[src/rtl/escape_marker_rle_decoder_top_macros.svh]
// Assertion helpers for the escape-marker RLE decoder.
`ifndef ESCAPE_MARKER_RLE_DECODER_TOP_MACROS_SVH
`define ESCAPE_MARKER_RLE_DECODER_TOP_MACROS_SVH

// Check a property on every rising edge of aclk outside reset.
`define EMRLE_ASSERT(label, prop, msg) \
    label: assert property (@(posedge aclk) disable iff (!aresetn) (prop)) else $error(msg);

// Check an implication that must hold in the same cycle.
`define EMRLE_ASSERT_IMPL(label, cond, cons, msg) \
    `EMRLE_ASSERT(label, (cond) |-> (cons), msg)

`endif

[src/rtl/emrle_pkg.sv]
`default_nettype none
package emrle_pkg;

    // Escape marker bytes, in stream order
    localparam logic [7:0] MARK_A = 8'hCB;
    localparam logic [7:0] MARK_B = 8'hED;
    localparam logic [7:0] MARK_C = 8'h37;

    // Most results one input byte can cause
    localparam int unsigned MAX_RESULTS = 3;

    // Escape phase of the front end
    typedef enum logic [1:0] {
        PH_IDLE   = 2'd0,
        PH_FILL   = 2'd1,
        PH_CNT_HI = 2'd2,
        PH_CNT_LO = 2'd3
    } phase_t;

    // All results caused by one input byte
    typedef struct packed {
        logic [1:0]                    count;
        logic                          err;
        logic                          eos;
        logic [MAX_RESULTS-1:0][7:0]   value;
        logic [MAX_RESULTS-1:0][15:0]  length;
    } bundle_t;

endpackage
`default_nettype wire

[src/rtl/emrle_front.sv]
`default_nettype none
module emrle_front (
    input  wire logic              aclk,
    input  wire logic              aresetn,
    input  wire logic              in_fire,
    input  wire logic [7:0]        in_byte,
    input  wire logic              in_eos,
    output logic                   push,
    output emrle_pkg::bundle_t     bundle
);
    import emrle_pkg::*;

    phase_t      phase_reg, phase_next;
    logic [1:0]  lc_reg, lc_next;
    logic [7:0]  lb0_reg, lb0_next;
    logic [7:0]  lb1_reg, lb1_next;
    logic [7:0]  fill_reg, fill_next;
    logic [7:0]  ch_reg, ch_next;
    logic        marker;
    logic        err;

    // Full marker seen: two pending bytes plus the incoming one
    assign marker = lc_reg[1] && (lb0_reg == MARK_A) && (lb1_reg == MARK_B)
                    && (in_byte == MARK_C);

    // Next escape phase
    always_comb begin
        phase_next = phase_reg;
        unique case (phase_reg)
            PH_IDLE:   if (marker) phase_next = PH_FILL;
            PH_FILL:   phase_next = PH_CNT_HI;
            PH_CNT_HI: phase_next = PH_CNT_LO;
            PH_CNT_LO: phase_next = PH_IDLE;
            default:   phase_next = PH_IDLE;
        endcase
        if (in_eos) phase_next = PH_IDLE;
    end

    // Results and window update for the incoming byte
    always_comb begin
        lb0_next  = lb0_reg;
        lb1_next  = lb1_reg;
        lc_next   = lc_reg;
        fill_next = fill_reg;
        ch_next   = ch_reg;
        err       = 1'b0;
        bundle    = '0;
        bundle.eos = in_eos;
        unique case (phase_reg)
            PH_FILL: begin
                fill_next = in_byte;
                err       = in_eos;
            end
            PH_CNT_HI: begin
                ch_next = in_byte;
                err     = in_eos;
            end
            PH_CNT_LO: begin
                if ({ch_reg, in_byte} != 16'd0) begin
                    bundle.value[0]  = fill_reg;
                    bundle.length[0] = {ch_reg, in_byte};
                    bundle.count     = 2'd1;
                end
            end
            default: begin
                if (marker) begin
                    lc_next = 2'd0;
                    err     = in_eos;
                end else if (lc_reg[1]) begin
                    // Oldest byte leaves as a literal, window shifts
                    bundle.value[0]  = lb0_reg;
                    bundle.length[0] = 16'd1;
                    bundle.count     = 2'd1;
                    lb0_next = lb1_reg;
                    lb1_next = in_byte;
                    if (in_eos) begin
                        bundle.value[1]  = lb1_reg;
                        bundle.length[1] = 16'd1;
                        bundle.value[2]  = in_byte;
                        bundle.length[2] = 16'd1;
                        bundle.count     = 2'd3;
                    end
                end else if (lc_reg[0]) begin
                    lb1_next = in_byte;
                    lc_next  = 2'd2;
                    if (in_eos) begin
                        bundle.value[0]  = lb0_reg;
                        bundle.length[0] = 16'd1;
                        bundle.value[1]  = in_byte;
                        bundle.length[1] = 16'd1;
                        bundle.count     = 2'd2;
                    end
                end else begin
                    lb0_next = in_byte;
                    lc_next  = 2'd1;
                    if (in_eos) begin
                        bundle.value[0]  = in_byte;
                        bundle.length[0] = 16'd1;
                        bundle.count     = 2'd1;
                    end
                end
            end
        endcase
        // End of stream: truncation error or empty end marker
        if (in_eos) begin
            if (err) begin
                bundle       = '0;
                bundle.eos   = 1'b1;
                bundle.err   = 1'b1;
                bundle.count = 2'd1;
            end else if (bundle.count == 2'd0) begin
                bundle.count = 2'd1;
            end
            lc_next = 2'd0;
        end
    end

    assign push = in_fire && (bundle.count != 2'd0);

    // Control state
    always_ff @(posedge aclk) begin
        if (!aresetn) begin
            phase_reg <= PH_IDLE;
            lc_reg    <= 2'd0;
        end else if (in_fire) begin
            phase_reg <= phase_next;
            lc_reg    <= lc_next;
        end
    end

    // Window and captured escape bytes
    always_ff @(posedge aclk) begin
        if (in_fire) begin
            lb0_reg  <= lb0_next;
            lb1_reg  <= lb1_next;
            fill_reg <= fill_next;
            ch_reg   <= ch_next;
        end
    end

endmodule
`default_nettype wire

[src/rtl/emrle_queue.sv]
`default_nettype none
module emrle_queue #(
    parameter int unsigned DEPTH = 4
) (
    input  wire logic                aclk,
    input  wire logic                aresetn,
    input  wire logic                push,
    input  wire emrle_pkg::bundle_t  push_data,
    output logic                     full,
    input  wire logic                pop,
    output logic                     not_empty,
    output emrle_pkg::bundle_t       pop_data
);
    import emrle_pkg::*;

    localparam int unsigned AW = (DEPTH > 1) ? $clog2(DEPTH) : 1;
    localparam int unsigned CW = $clog2(DEPTH + 1);

    bundle_t          entry_reg [DEPTH];
    logic [AW-1:0]    wr_ptr_reg, wr_ptr_next;
    logic [AW-1:0]    rd_ptr_reg, rd_ptr_next;
    logic [CW-1:0]    count_reg, count_next;

    assign full      = (count_reg == CW'(DEPTH));
    assign not_empty = (count_reg != '0);
    assign pop_data  = entry_reg[rd_ptr_reg];

    // Advance pointers with wrap at the depth
    always_comb begin
        wr_ptr_next = wr_ptr_reg;
        rd_ptr_next = rd_ptr_reg;
        count_next  = count_reg;
        if (push) wr_ptr_next = (wr_ptr_reg == AW'(DEPTH - 1)) ? '0 : wr_ptr_reg + 1'b1;
        if (pop)  rd_ptr_next = (rd_ptr_reg == AW'(DEPTH - 1)) ? '0 : rd_ptr_reg + 1'b1;
        if (push && !pop)      count_next = count_reg + 1'b1;
        else if (pop && !push) count_next = count_reg - 1'b1;
    end

    always_ff @(posedge aclk) begin
        if (!aresetn) begin
            wr_ptr_reg <= '0;
            rd_ptr_reg <= '0;
            count_reg  <= '0;
        end else begin
            wr_ptr_reg <= wr_ptr_next;
            rd_ptr_reg <= rd_ptr_next;
            count_reg  <= count_next;
        end
    end

    // Store pushed transaction
    always_ff @(posedge aclk) begin
        if (push) entry_reg[wr_ptr_reg] <= push_data;
    end

endmodule
`default_nettype wire

[src/rtl/emrle_back.sv]
`default_nettype none
module emrle_back (
    input  wire logic                aclk,
    input  wire logic                aresetn,
    input  wire logic                q_not_empty,
    input  wire emrle_pkg::bundle_t  q_data,
    output logic                     q_pop,
    output logic                     m_tvalid,
    input  wire logic                m_tready,
    output logic [23:0]              m_tdata,
    output logic                     m_tlast,
    output logic [1:0]               m_tuser
);
    import emrle_pkg::*;

    bundle_t     bundle_reg;
    logic        valid_reg;
    logic [1:0]  idx_reg;
    logic        last_res;
    logic        m_fire;

    assign last_res = (idx_reg == 2'(bundle_reg.count - 2'd1));
    assign m_fire   = valid_reg && m_tready;
    // Load the next bundle when empty or the final result goes out
    assign q_pop    = q_not_empty && (!valid_reg || (m_fire && last_res));

    always_ff @(posedge aclk) begin
        if (!aresetn) begin
            valid_reg <= 1'b0;
            idx_reg   <= 2'd0;
        end else if (q_pop) begin
            valid_reg <= 1'b1;
            idx_reg   <= 2'd0;
        end else if (m_fire) begin
            if (last_res) valid_reg <= 1'b0;
            else          idx_reg   <= idx_reg + 2'd1;
        end
    end

    always_ff @(posedge aclk) begin
        if (q_pop) bundle_reg <= q_data;
    end

    // Present the selected result
    assign m_tvalid = valid_reg;
    assign m_tdata  = {bundle_reg.length[idx_reg], bundle_reg.value[idx_reg]};
    assign m_tlast  = bundle_reg.eos && last_res;
    assign m_tuser  = {bundle_reg.err, last_res};

endmodule
`default_nettype wire

[src/rtl/escape_marker_rle_decoder_top.sv]
// Escape-marker RLE decoder: one compressed byte accepted per cycle while the queue is not full.
// A byte's results are written into the queue, then loaded into the output register.
// An end-of-stream byte may give up to three results; the single-result output register
// presents them one at a time.
// Reset: aresetn synchronous active low; clears escape phase, window and queue.
`default_nettype none
`include "escape_marker_rle_decoder_top_macros.svh"
module escape_marker_rle_decoder_top #(
    parameter int unsigned QUEUE_DEPTH = 4
) (
    input  wire logic         aclk,
    input  wire logic         aresetn,
    input  wire logic         s_tvalid,
    output logic              s_tready,
    input  wire logic [7:0]   s_tdata,   // [7:0] data_byte
    input  wire logic         s_tlast,   // end_of_stream
    output logic              m_tvalid,
    input  wire logic         m_tready,
    output logic [23:0]       m_tdata,   // [7:0] run_value, [23:8] run_length
    output logic              m_tlast,   // stream_done
    output logic [1:0]        m_tuser    // [0] last_of_item, [1] truncated_error
);
    import emrle_pkg::*;

    logic     s_fire;
    logic     push;
    logic     q_full;
    logic     q_not_empty;
    logic     q_pop;
    bundle_t  push_data;
    bundle_t  pop_data;

    assign s_tready = !q_full;
    assign s_fire   = s_tvalid && s_tready;

    emrle_front u_front (
        .aclk    (aclk),
        .aresetn (aresetn),
        .in_fire (s_fire),
        .in_byte (s_tdata),
        .in_eos  (s_tlast),
        .push    (push),
        .bundle  (push_data)
    );

    emrle_queue #(
        .DEPTH (QUEUE_DEPTH)
    ) u_queue (
        .aclk      (aclk),
        .aresetn   (aresetn),
        .push      (push),
        .push_data (push_data),
        .full      (q_full),
        .pop       (q_pop),
        .not_empty (q_not_empty),
        .pop_data  (pop_data)
    );

    emrle_back u_back (
        .aclk        (aclk),
        .aresetn     (aresetn),
        .q_not_empty (q_not_empty),
        .q_data      (pop_data),
        .q_pop       (q_pop),
        .m_tvalid    (m_tvalid),
        .m_tready    (m_tready),
        .m_tdata     (m_tdata),
        .m_tlast     (m_tlast),
        .m_tuser     (m_tuser)
    );

    // A truncation result is the lone, empty, final result of its stream
    `EMRLE_ASSERT_IMPL(a_err_is_final, m_tvalid && m_tuser[1],
        m_tlast && m_tuser[0] && (m_tdata[23:8] == 16'd0),
        "truncation result malformed")
    // End of stream is always the last result of its byte
    `EMRLE_ASSERT_IMPL(a_done_is_last, m_tvalid && m_tlast, m_tuser[0],
        "stream_done without last_of_item")
    // A zero-length result only marks the end of a stream
    `EMRLE_ASSERT_IMPL(a_zero_len_end, m_tvalid && (m_tdata[23:8] == 16'd0), m_tlast,
        "zero length before end of stream")

endmodule
`default_nettype wire

[config.mk]
export PLATFORM = sky130hd
export DESIGN_NAME = escape_marker_rle_decoder_top
export DESIGN_NICKNAME = d
export VERILOG_FILES = /design/src/rtl/emrle_pkg.sv /design/src/rtl/emrle_front.sv /design/src/rtl/emrle_queue.sv /design/src/rtl/emrle_back.sv /design/src/rtl/escape_marker_rle_decoder_top.sv
export VERILOG_INCLUDE_DIRS = /design/src /design/src/rtl
export SDC_FILE = /design/constraint.sdc
export NUM_CORES = 1
export LEC_CHECK = 0
export BUFFER_PORTS_ARGS = -buffer_cell sky130_fd_sc_hd__buf_4
export CORE_MARGIN = 5
export CORE_UTILIZATION = 31
export CTS_CLUSTER_DIAMETER = 40
export CTS_CLUSTER_SIZE = 40
export DETAILED_ROUTE_END_ITERATION = 8
export GPL_TIMING_DRIVEN = 0
export HOLD_SLACK_MARGIN = 0.15
export REMOVE_ABC_BUFFERS = 1
export SYNTH_ARGS = -nofsm -noshare
export SYNTH_HDL_FRONTEND = slang
export SYNTH_HIERARCHICAL = 1
export SYNTH_SLANG_ARGS = --single-unit
[constraint.sdc]
create_clock -name aclk -period 13.2 [get_ports aclk]
set_input_delay 2.64 -clock aclk [delete_from_list [all_inputs] [get_ports aclk]]
set_output_delay 2.64 -clock aclk [all_outputs]
set_load 0.005 [all_outputs]
==> results of run 1 <==
==> kinds of logic after synthesis <==
family	Yosys count
XOR/XNOR	3
multiplexers	117
other	1
adder cells (fa/ha/maj)	12
flip-flops	428
AND/OR/NAND/NOR	130
buffers and inverters	82
AO/OA/AOI/OAI	64
==> area by class of cell <==
cell class	count	area (um2)
Multi-Input combinational cell	356	3660
Inverter	13	48.8
Timing Repair Buffer	53	592
Clock inverter	39	423
Tap cell	696	871
Sequential cell	428	12700
Fill cell	4869	34100
Clock buffer	56	1340
Antenna cell	1	2.50
==> metrics by stage <==
stage	cell area (um2)	power, W	std cells	utilization	setup slack (ns)
finish	19600	0.00398	1642	0.366	8.07
global route	19600	0.00417	1641	0.366	7.90
CTS	19600	0.00405	1641	0.366	7.92
detailed placement	17900	0.00263	1546	0.333	7.63
global placement	17600	0.00266	1534	0.327	2.97
floorplan	16400	0.00234	797	-	5.77
==> path summary, 6_finish.rpt <==
path	from	to	slack, ns	cells past startpoint
setup reg to reg	u_front/lc_reg[1]$_SDFFE_PN0P_	u_queue/count_reg[2]$_SDFFE_PN0P_	9.40	11
hold / removal	u_queue/count_reg[2]$_SDFFE_PN0P_	u_queue/count_reg[2]$_SDFFE_PN0P_	0.51	2
setup / recovery	u_back/idx_reg[1]$_SDFFE_PP0P_	m_tdata[4]	8.07	5
hold reg to reg	u_queue/count_reg[2]$_SDFFE_PN0P_	u_queue/count_reg[2]$_SDFFE_PN0P_	0.51	2
==> per-layer routing <==
metal / GRT usage / vias up / part of all wire
li1: - / 3439 / -
met1: 0.135 / 3989 / 0.42
met2: 0.185 / 162 / 0.51
met3: 0.0245 / 54 / 0.051
met4: 0.0285 / 4 / 0.020
met5: 0 / - / 0.0011
==> layout by cell type, fill, tap and decap left out, types with 13 or more instances in the layout <==
| cell type | n |
|---|---|
| conb_1 | 30 |
| o21ai_0 | 34 |
| mux4_2 | 76 |
| clkbuf_16 | 53 |
| edfxtp_1 | 412 |
| inv_1 | 13 |
| nand2_1 | 34 |
| mux2i_1 | 35 |
| buf_4 | 41 |
==> power by group <==
group | switching (W) | internal (W) | total, W
Combinational | 0.000343 | 0.000370 | 0.000713
Sequential | 0.0000991 | 0.00175 | 0.00185
Clock | 0.000566 | 0.000850 | 0.00142
==> worst max-delay path, delay by kind of cell, from the launching register on <==
| kind | cells | cell delay (ns) |
|---|---|---|
| simple gates | 2 | 0.40 |
| buf+inv | 2 | 0.41 |
| flops | 1 | 0.90 |
| compound gates | 1 | 0.19 |
==> run summary, run 1 <==
worst-path cell chain = nor2b_4, buf_12, nand2_1, o21ai_0, buf_4
Mapped Cells = 837
CTS tree = yes
setup tns final = 0 ns
Worst Setup End Kind = output pin
skew final = 0.0231 ns
crit path max fanout = 28
critical path launch point type = register
Via-to-Cell Ratio = 4.66
ys async rst share = 0
core footprint = 53700 um2
Gates resized, CTS repair = 0
TritonCTS buffer count = 51
outcome = finished, final reports clean
mapped cell area = 16800 um2
Chip Width = 243 um
fmax = 195 MHz
adder-cell area share of the yosys netlist = 0.00939
post-synthesis simple-gate area fraction = 0.0463
Worst-Skew Late Latency = 0.56 ns
Synth Area in Compound Gates = 0.0243
CP Data Arrival Time = 2.49 ns
sequential element share of the synthesized area = 0.756
ys flop type = edfxtp_1
Power Density = 203 nW/um2
CP max stage delay = 0.90 ns
area grow syn2layout = 17.0%
VDD IR max = 0.0935 mV
initial antenna violation count = 3
Tot GR Track Use = 0.107
Pre-antenna DRT Iters = 4
first-pass GRT wire length = 49.0 mm
Post-CTS Setup Bufs = 0
hold buffers post-CTS = 0
post-synthesis register bit count = 428
# rows = 85
Syn. warnings = 6
vias in the first global route = 8197
Area contributors post-synth = edfxtp_1 74%, mux4_2 10%, mux2i_1 2.1%, dfxtp_1 1.9%, buf_4 1.7%
MaxCap Viol Count = 0
Die Height = 243 um
fin nets = 928
P_leak = 6.38 nW
shortest period the worst path allows = 5.13 ns
Hold Path Class = register to register
DP HPWL = 18.2 mm
CTS clk-pin slew, worst paths = 0.06 ns
RSZ-0062 raised after global routing = false
Synth Area in XOR/XNOR = 0.00268
Synth top cells by count = 412 x edfxtp_1, 76 x mux4_2, 39 x buf_4
share of cells above drive strength 1 = 0.266
GP Congestion = 0.709
Antenna Nets Post-Route = 0
pins over their slew limit = 0
Clock Tree Buf Depth = 3
post-synth cell types = 58
number of port buffers = 41
die footprint = 58900 um2
Root Driver = clkbuf_16
Total Wirelength = 31.7 mm
slew margin rel. = 0.0635
Hold Vio Cnt, Final = 0
Initial Util = 0.313
WL/cell = 19.3 um
CP max-delay cell = dfxtp_2
combinational family with the most area after synthesis = multiplexers
number of enable-type register cells in the synthesized netlist = 412
post-synth top area share = 0.737
CTS Sinks = 428
post-synth top area cell = edfxtp_1
io pins = 42
Avg Cell Area, Syn = 20.1 um2
CTS H-tree depth = 2
Starting DRT DRC Count = 592
max reg flops = 304
post-synthesis mux area share = 0.127
DR vias = 7648
most common cell in the netlist = edfxtp_1
hold slack = 0.511 ns
Tcrit/Tclk final = 0.389
Crit Path Class = register to output pin
DRC Markers = 0
CP required = 10.56 ns
Worst-Margin Slew = 1.39 ns
grt ovf = 0
largest net degree at the start of global routing = 54
endpoints failing setup = 0
(Power assumes the default switching activity.)
==> inputs of run 2 (changes only) <==
Settings changed: ABC_AREA from default to 1.
Clock period 13.2 ns to 4.5 ns, I/O delays scaled along.
==> run summary, run 2 <==
Pre-antenna DRT Iters = 7 (was 4)
CP Data Arrival Time = 3.02 ns (was 2.49 ns)
Antenna Nets Post-Route = 0 (unchanged)
Via-to-Cell Ratio = 4.79 (was 4.66)
Final Power = 0.0125 W (was 0.00398 W)
WL/cell = 17.4 um (was 19.3 um)
post-synth top area cell = edfxtp_1 (unchanged)
Die Height = 247 um (was 243 um)
area grow syn2layout = 14.7% (was 17.0%)
die footprint = 61100 um2 (was 58900 um2)
share of power burned in registers = 0.454 (was 0.465)
Mapped Cells = 1325 (was 837)
worst-path cell chain = buf_16, inv_1, o21ai_0, o21ai_0, buf_4 (was nor2b_4, buf_12, nand2_1, o21ai_0, buf_4)
placed cell areas = 18300 um2 (was 17900 um2)
fmax = 255 MHz
number of enable-type register cells in the synthesized netlist = 412 (unchanged)
Clock Tree Buf Depth = 3 (unchanged)
crit path max fanout = 26 (was 28)
commonest non-fill, non-tap cell in the layout = edfxtp_1 (unchanged)
ys async rst share = 0 (unchanged)
ys flop type = edfxtp_1 (unchanged)
DP HPWL = 20.3 mm (was 18.2 mm)
max reg flops = 304 (unchanged)
hold buffers post-CTS = 0 (unchanged)
Sw Share = 0.307 (was 0.253)
Root Driver = clkbuf_16 (unchanged)
outcome = finished, final reports clean (unchanged)
Area contributors post-synth = edfxtp_1 71%, o21ai_0 6.1%, nor2_1 4.2%, o22ai_1 2.5%, buf_4 1.9% (was edfxtp_1 74%, mux4_2 10%, mux2i_1 2.1%, dfxtp_1 1.9%, buf_4 1.7%)
CP top delay family = buffers and inverters (was flip-flops)
most common cell in the netlist = edfxtp_1 (unchanged)
Ant. Diodes = 0 (was 1)
MaxCap Viol Count = 0 (unchanged)
Tot GR Track Use = 0.122 (was 0.107)
Avg Cell Area, Syn = 13.2 um2 (was 20.1 um2)
fin nets = 1375 (was 928)
# rows = 87 (was 85)
shortest period the worst path allows = 3.92 ns
cell area after layout = 20000 um2 (was 19600 um2)
Int Pwr = 0.00869 W (was 0.00297 W)
post-synth top area share = 0.709 (was 0.737)
P_leak = 6.72 nW (was 6.38 nW)
sequential element share of the synthesized area = 0.727 (was 0.756)
GP Congestion = 0.825 (was 0.709)
DR vias = 10300 (was 7648)
DRC Markers = 0 (unchanged)
Tcrit/Tclk final = 0.872
slew margin rel. = 0.142 (was 0.0635)
skew final = 0.0200 ns (was 0.0231 ns)
RSZ-0062 raised after global routing = false (unchanged)
CTS tree = yes (unchanged)
Hold Path Class = register to register (unchanged)
Worst-Skew Late Latency = 0.58 ns (was 0.56 ns)
Crit Path Class = register to output pin (unchanged)
most used cell, CP = o21ai_0
mapped cell area = 17400 um2 (was 16800 um2)
number of port buffers = 41 (unchanged)
largest net degree at the start of global routing = 153 (was 54)
post-synth cell types = 45 (was 58)
reg-to-reg startpoint = u_back/idx_reg[1]$_SDFFE_PP0P_ (was u_front/lc_reg[1]$_SDFFE_PN0P_)
Worst Setup SP = u_back/idx_reg[1]$_SDFFE_PP0P_ (unchanged)
CP max stage delay = 0.81 ns (was 0.90 ns)
Post-CTS Setup Bufs = 0 (unchanged)
VDD IR max = 0.443 mV (was 0.0935 mV)
Worst Setup End Kind = output pin (unchanged)
pins over their slew limit = 0 (unchanged)
commonest cells after routing, fill and taps aside = 412 x edfxtp_1, 211 x o21ai_0, 197 x nor2_1, 71 x o22ai_1, 69 x nand2_1 (was 412 x edfxtp_1, 76 x mux4_2, 53 x clkbuf_16, 41 x buf_4, 35 x mux2i_1)
Chip Width = 247 um (was 243 um)
CTS H-tree depth = 2 (unchanged)
final worst slack = 0.576 ns (was 8.07 ns)
post-synthesis register bit count = 428 (unchanged)
CP required = 3.60 ns (was 10.56 ns)
TritonCTS buffer count = 52 (was 51)
CTS Sinks = 428 (unchanged)
Power Density = 627 nW/um2 (was 203 nW/um2)
share of cells above drive strength 1 = 0.138 (was 0.266)
vias in the first global route = 10600 (was 8197)
Worst-Margin Slew = 1.28 ns (was 1.39 ns)
setup tns final = 0 ns (unchanged)
grt ovf = 0 (unchanged)
first-pass GRT wire length = 59.2 mm (was 49.0 mm)
Syn. warnings = 6 (unchanged)
NetSw = 0.00386 W (was 0.00101 W)
Comb pwr share = 0.220 (was 0.179)
core footprint = 56100 um2 (was 53700 um2)
Place WS = 0.771 ns (was 7.63 ns)
clock share of power = 0.326 (was 0.356)
critical path launch point type = register (unchanged)
CP bufs+invs = 3 (was 2)
CP max-delay cell = inv_1 (was dfxtp_2)
endpoints failing setup = 0 (unchanged)
Total Wirelength = 37.4 mm (was 31.7 mm)
io pins = 42 (unchanged)
initial antenna violation count = 0 (was 3)
hold path start = u_back/m_tvalid$_SDFFE_PN0P_ (was u_queue/count_reg[2]$_SDFFE_PN0P_)
Hold Vio Cnt, Final = 0 (unchanged)
Gates resized, CTS repair = 0 (unchanged)
Initial Util = 0.311 (was 0.313)
Synth top cells by count = 412 x edfxtp_1, 211 x o21ai_0, 197 x nor2_1 (was 412 x edfxtp_1, 76 x mux4_2, 39 x buf_4)
CTS clk-pin slew, worst paths = 0.06 ns (about the same)
Starting DRT DRC Count = 729 (was 592)
## run 2: cell types whose count changed after synthesis, moves of 28 or more
| cell | delta |
|---|---|
| nor2_1 | +188 |
| o21ai_0 | +177 |
| mux4_2 | -76 |
| o22ai_1 | +71 |
| inv_1 | +49 |
| nand2_1 | +35 |
| nand3_1 | +31 |
| mux2i_1 | -28 |
## run 2: power by group through the flow
stage          sequential (W)  clock [W]  combinational (W)
6_report              0.00569    0.00409            0.00277
4_1_cts               0.00570    0.00419            0.00285
2_1_floorplan         0.00575          0            0.00158
3_5_place_dp          0.00578          0            0.00284
5_1_grt               0.00578    0.00437            0.00313
3_3_place_gp          0.00600          0            0.00256
## run 2: cells by family (layout without fill, tap and decap cells)
kind of cell | after synthesis | after routing | share of synthesized area
and+or+nand+nor | 385 | 385 | 0.0995
DFF | 428 | 428 | 0.727
AOI/OAI and AO/OA | 314 | 314 | 0.0998
xor gates and xnor gates | 2 | 2 | 0.00100
buffers and inverters | 176 | 212 | 0.0589
other | 1 | 30 | 0.000215
muxes | 7 | 7 | 0.00402
adders and majority gates | 12 | 12 | 0.00904
## run 2: layer usage
metal  GRT usage  vias to the layer above  part of all wire
met1       0.164                     5133              0.44
li1            -                     4831                 -
met2       0.206                      247              0.49
met4      0.0351                        0             0.021
met5           0                        -                 0
met3      0.0199                       62             0.044
## run 2: worst paths after layout
path | slack [ns] | cells past startpoint | end
hold reg to reg | 0.52 | 2 | u_back/m_tvalid$_SDFFE_PN0P_
hold / removal | 0.52 | 2 | u_back/m_tvalid$_SDFFE_PN0P_
setup reg to reg | 0.86 | 15 | u_queue/count_reg[1]$_SDFFE_PN0P_
setup / recovery | 0.58 | 5 | m_tdata[4]
## run 2: layout make-up
| class | instances | area, um2 |
|---|---|---|
| fillers | 5357 | 36000 |
| flip-flops and latches | 428 | 12700 |
| multi-input cells | 750 | 3840 |
| clock buffers | 59 | 1330 |
| well taps | 756 | 946 |
| repair buffers | 49 | 528 |
| clock inverters | 35 | 395 |
| inverters | 69 | 284 |
## run 2: worst register-to-register path, stage by stage (launching register included)
cell and delay, ns:
dfxtp_2 0.65, buf_16 0.23, inv_1 0.51, nand2_1 0.25, nand3_2 0.16, nand2_4 0.11, nand2_2 0.05, nand2_2 0.06
nand2_2 0.07, inv_4 0.30, inv_1 0.16, ha_1 0.22, inv_1 0.09, fa_1 0.41, o21ai_0 0.19, nor2_1 0.06
## run 2: through the flow
step                hold slack, ns  std cells   util
detailed placement           0.517       2052  0.326
global route                 0.569       2146  0.357
CTS                          0.524       2146  0.357
floorplan                    0.490       1247      -
global placement             0.510       2044  0.322
finish                       0.519       2146  0.357
==> inputs of run 3 (changes only) <==
--- a/config.mk
+++ b/config.mk
@@ -13,3 +13,3 @@
 export CTS_CLUSTER_DIAMETER = 40
-export CTS_CLUSTER_SIZE = 40
+export CTS_CLUSTER_SIZE = 30
 export DETAILED_ROUTE_END_ITERATION = 8
--- a/constraint.sdc
+++ b/constraint.sdc
@@ -3,2 +3,2 @@
 set_output_delay 0.9 -clock aclk [all_outputs]
-set_load 0.005 [all_outputs]
+set_load 0.02 [all_outputs]
==> run summary, run 3 (synthesis results as in run 2) <==
TritonCTS buffer count = 52 (unchanged)
Total Wirelength = 37.4 mm (about the same)
max reg flops = 304 (unchanged)
CTS H-tree depth = 2 (unchanged)
Worst Setup SP = u_back/idx_reg[1]$_SDFFE_PP0P_ (unchanged)
Final Power = 0.0127 W (was 0.0125 W)
VDD IR max = 0.444 mV (was 0.443 mV)
Root Driver = clkbuf_16 (unchanged)
crit path max fanout = 26 (unchanged)
Tcrit/Tclk final = 0.882 (was 0.872)
Starting DRT DRC Count = 769 (was 729)
worst-path cell chain = buf_16, inv_1, o21ai_0, o21ai_0, buf_4 (unchanged)
endpoints failing setup = 0 (unchanged)
CP max stage delay = 0.81 ns (about the same)
outcome = finished, final reports clean (unchanged)
Hold Vio Cnt, Final = 0 (unchanged)
Worst Setup End Kind = output pin (unchanged)
vias in the first global route = 10600 (unchanged)
DR vias = 10300 (about the same)
critical path launch point type = register (unchanged)
Post-CTS Setup Bufs = 0 (unchanged)
P_leak = 6.72 nW (unchanged)
Worst-Skew Late Latency = 0.58 ns (about the same)
Die Height = 247 um (unchanged)
CP max-delay cell = inv_1 (unchanged)
Chip Width = 247 um (unchanged)
CTS Sinks = 428 (unchanged)
core footprint = 56100 um2 (unchanged)
CP Data Arrival Time = 3.07 ns (was 3.02 ns)
Clock Tree Buf Depth = 3 (unchanged)
placed instance count = 2052 (unchanged)
post-layout util = 0.357 (unchanged)
shortest period the worst path allows = 3.97 ns (was 3.92 ns)
largest net degree at the start of global routing = 153 (unchanged)
Hold Path Class = register to register (unchanged)
GP Congestion = 0.825 (unchanged)
Tot GR Track Use = 0.122 (unchanged)
non-filler cells, final = 2146 (unchanged)
Worst-Margin Slew = 1.27 ns (was 1.28 ns)
number of port buffers = 41 (unchanged)
pins over their slew limit = 0 (unchanged)
# rows = 87 (unchanged)
Initial Util = 0.311 (unchanged)
WL/cell = 17.4 um (about the same)
DRC Markers = 0 (unchanged)
initial antenna violation count = 0 (unchanged)
Crit Path Class = register to output pin (unchanged)
die footprint = 61100 um2 (unchanged)
io pins = 42 (unchanged)
fmax = 252 MHz (was 255 MHz)
Pre-antenna DRT Iters = 5 (was 7)
DP HPWL = 20.3 mm (unchanged)
first-pass GRT wire length = 59.2 mm (unchanged)
Antenna Nets Post-Route = 0 (unchanged)
fin nets = 1375 (unchanged)
MaxCap Viol Count = 0 (unchanged)
Gates resized, CTS repair = 0 (unchanged)
hold path start = u_back/m_tvalid$_SDFFE_PN0P_ (unchanged)
Power Density = 637 nW/um2 (was 627 nW/um2)
hold buffers post-CTS = 0 (unchanged)
Via-to-Cell Ratio = 4.78 (was 4.79)
reg-to-reg startpoint = u_back/idx_reg[1]$_SDFFE_PP0P_ (unchanged)
most used cell, CP = o21ai_0 (unchanged)
area grow syn2layout = 14.7% (unchanged)
grt ovf = 0 (unchanged)
slew margin rel. = 0.146 (was 0.142)
placed cell areas = 18300 um2 (unchanged)
share of cells above drive strength 1 = 0.138 (unchanged)
Ant. Diodes = 0 (unchanged)
commonest cells after routing, fill and taps aside = 412 x edfxtp_1, 211 x o21ai_0, 197 x nor2_1, 71 x o22ai_1, 69 x nand2_1 (unchanged)
RSZ-0062 raised after global routing = false (unchanged)
CP required = 3.60 ns (about the same)
CTS tree = yes (unchanged)
skew final = 0.0211 ns (was 0.0200 ns)
commonest non-fill, non-tap cell in the layout = edfxtp_1 (unchanged)
CTS clk-pin slew, worst paths = 0.06 ns (about the same)
cell area after layout = 20000 um2 (unchanged)
## run 3: cell counts in the layout (fill, tap and decap cells not counted)
Identical to the previous run, type by type.
## run 3: path summary, 6_finish.rpt
path	end	slack [ns]	depth (start not counted)
max reg2reg	u_queue/count_reg[1]$_SDFFE_PN0P_	0.86	15
min reg2reg	u_back/m_tvalid$_SDFFE_PN0P_	0.52	2
max	m_tdata[4]	0.53	5
min	u_back/m_tvalid$_SDFFE_PN0P_	0.52	2
## run 3: per-stage QoR
step	hold WS [ns]	setup WS (ns)	TNS (ns)
floorplan	0.490	-0.130	-0.130
detailed placement	0.517	0.771	0
global placement	0.510	-3.36	-603.04
CTS	0.524	0.354	0
finish	0.519	0.532	0
global route	0.569	0.331	0
## run 3: report_power, final
| part | internal, W | switching [W] | total, W | leakage, nW |
|---|---|---|---|---|
| clock | 0.00245 | 0.00165 | 0.00409 | 0.825 |
| combinational | 0.000907 | 0.00205 | 0.00296 | 2.07 |
| sequential | 0.00535 | 0.000347 | 0.00569 | 3.82 |
## run 3: worst max-delay path, delay by kind of cell (launching register included)
| family | cells | cell delay, ns |
|---|---|---|
| AO/OA/AOI/OAI | 2 | 0.71 |
| buffers and inverters | 3 | 1.28 |
| flip-flops | 1 | 0.47 |
## run 3: cell type report
cell class                 count  area, um2
multi-input combinational    750       3840
tap                          756        946
clock inverter                35        395
clock buffer                  59       1330
timing repair buffer          49        528
inverter                      69        284
fill                        5357      36000
sequential                   428      12700
## run 3: routing by layer
metal	share of wire	GRT usage
met5	0	0
met4	0.021	0.0351
met3	0.042	0.0199
met2	0.49	0.206
met1	0.45	0.164
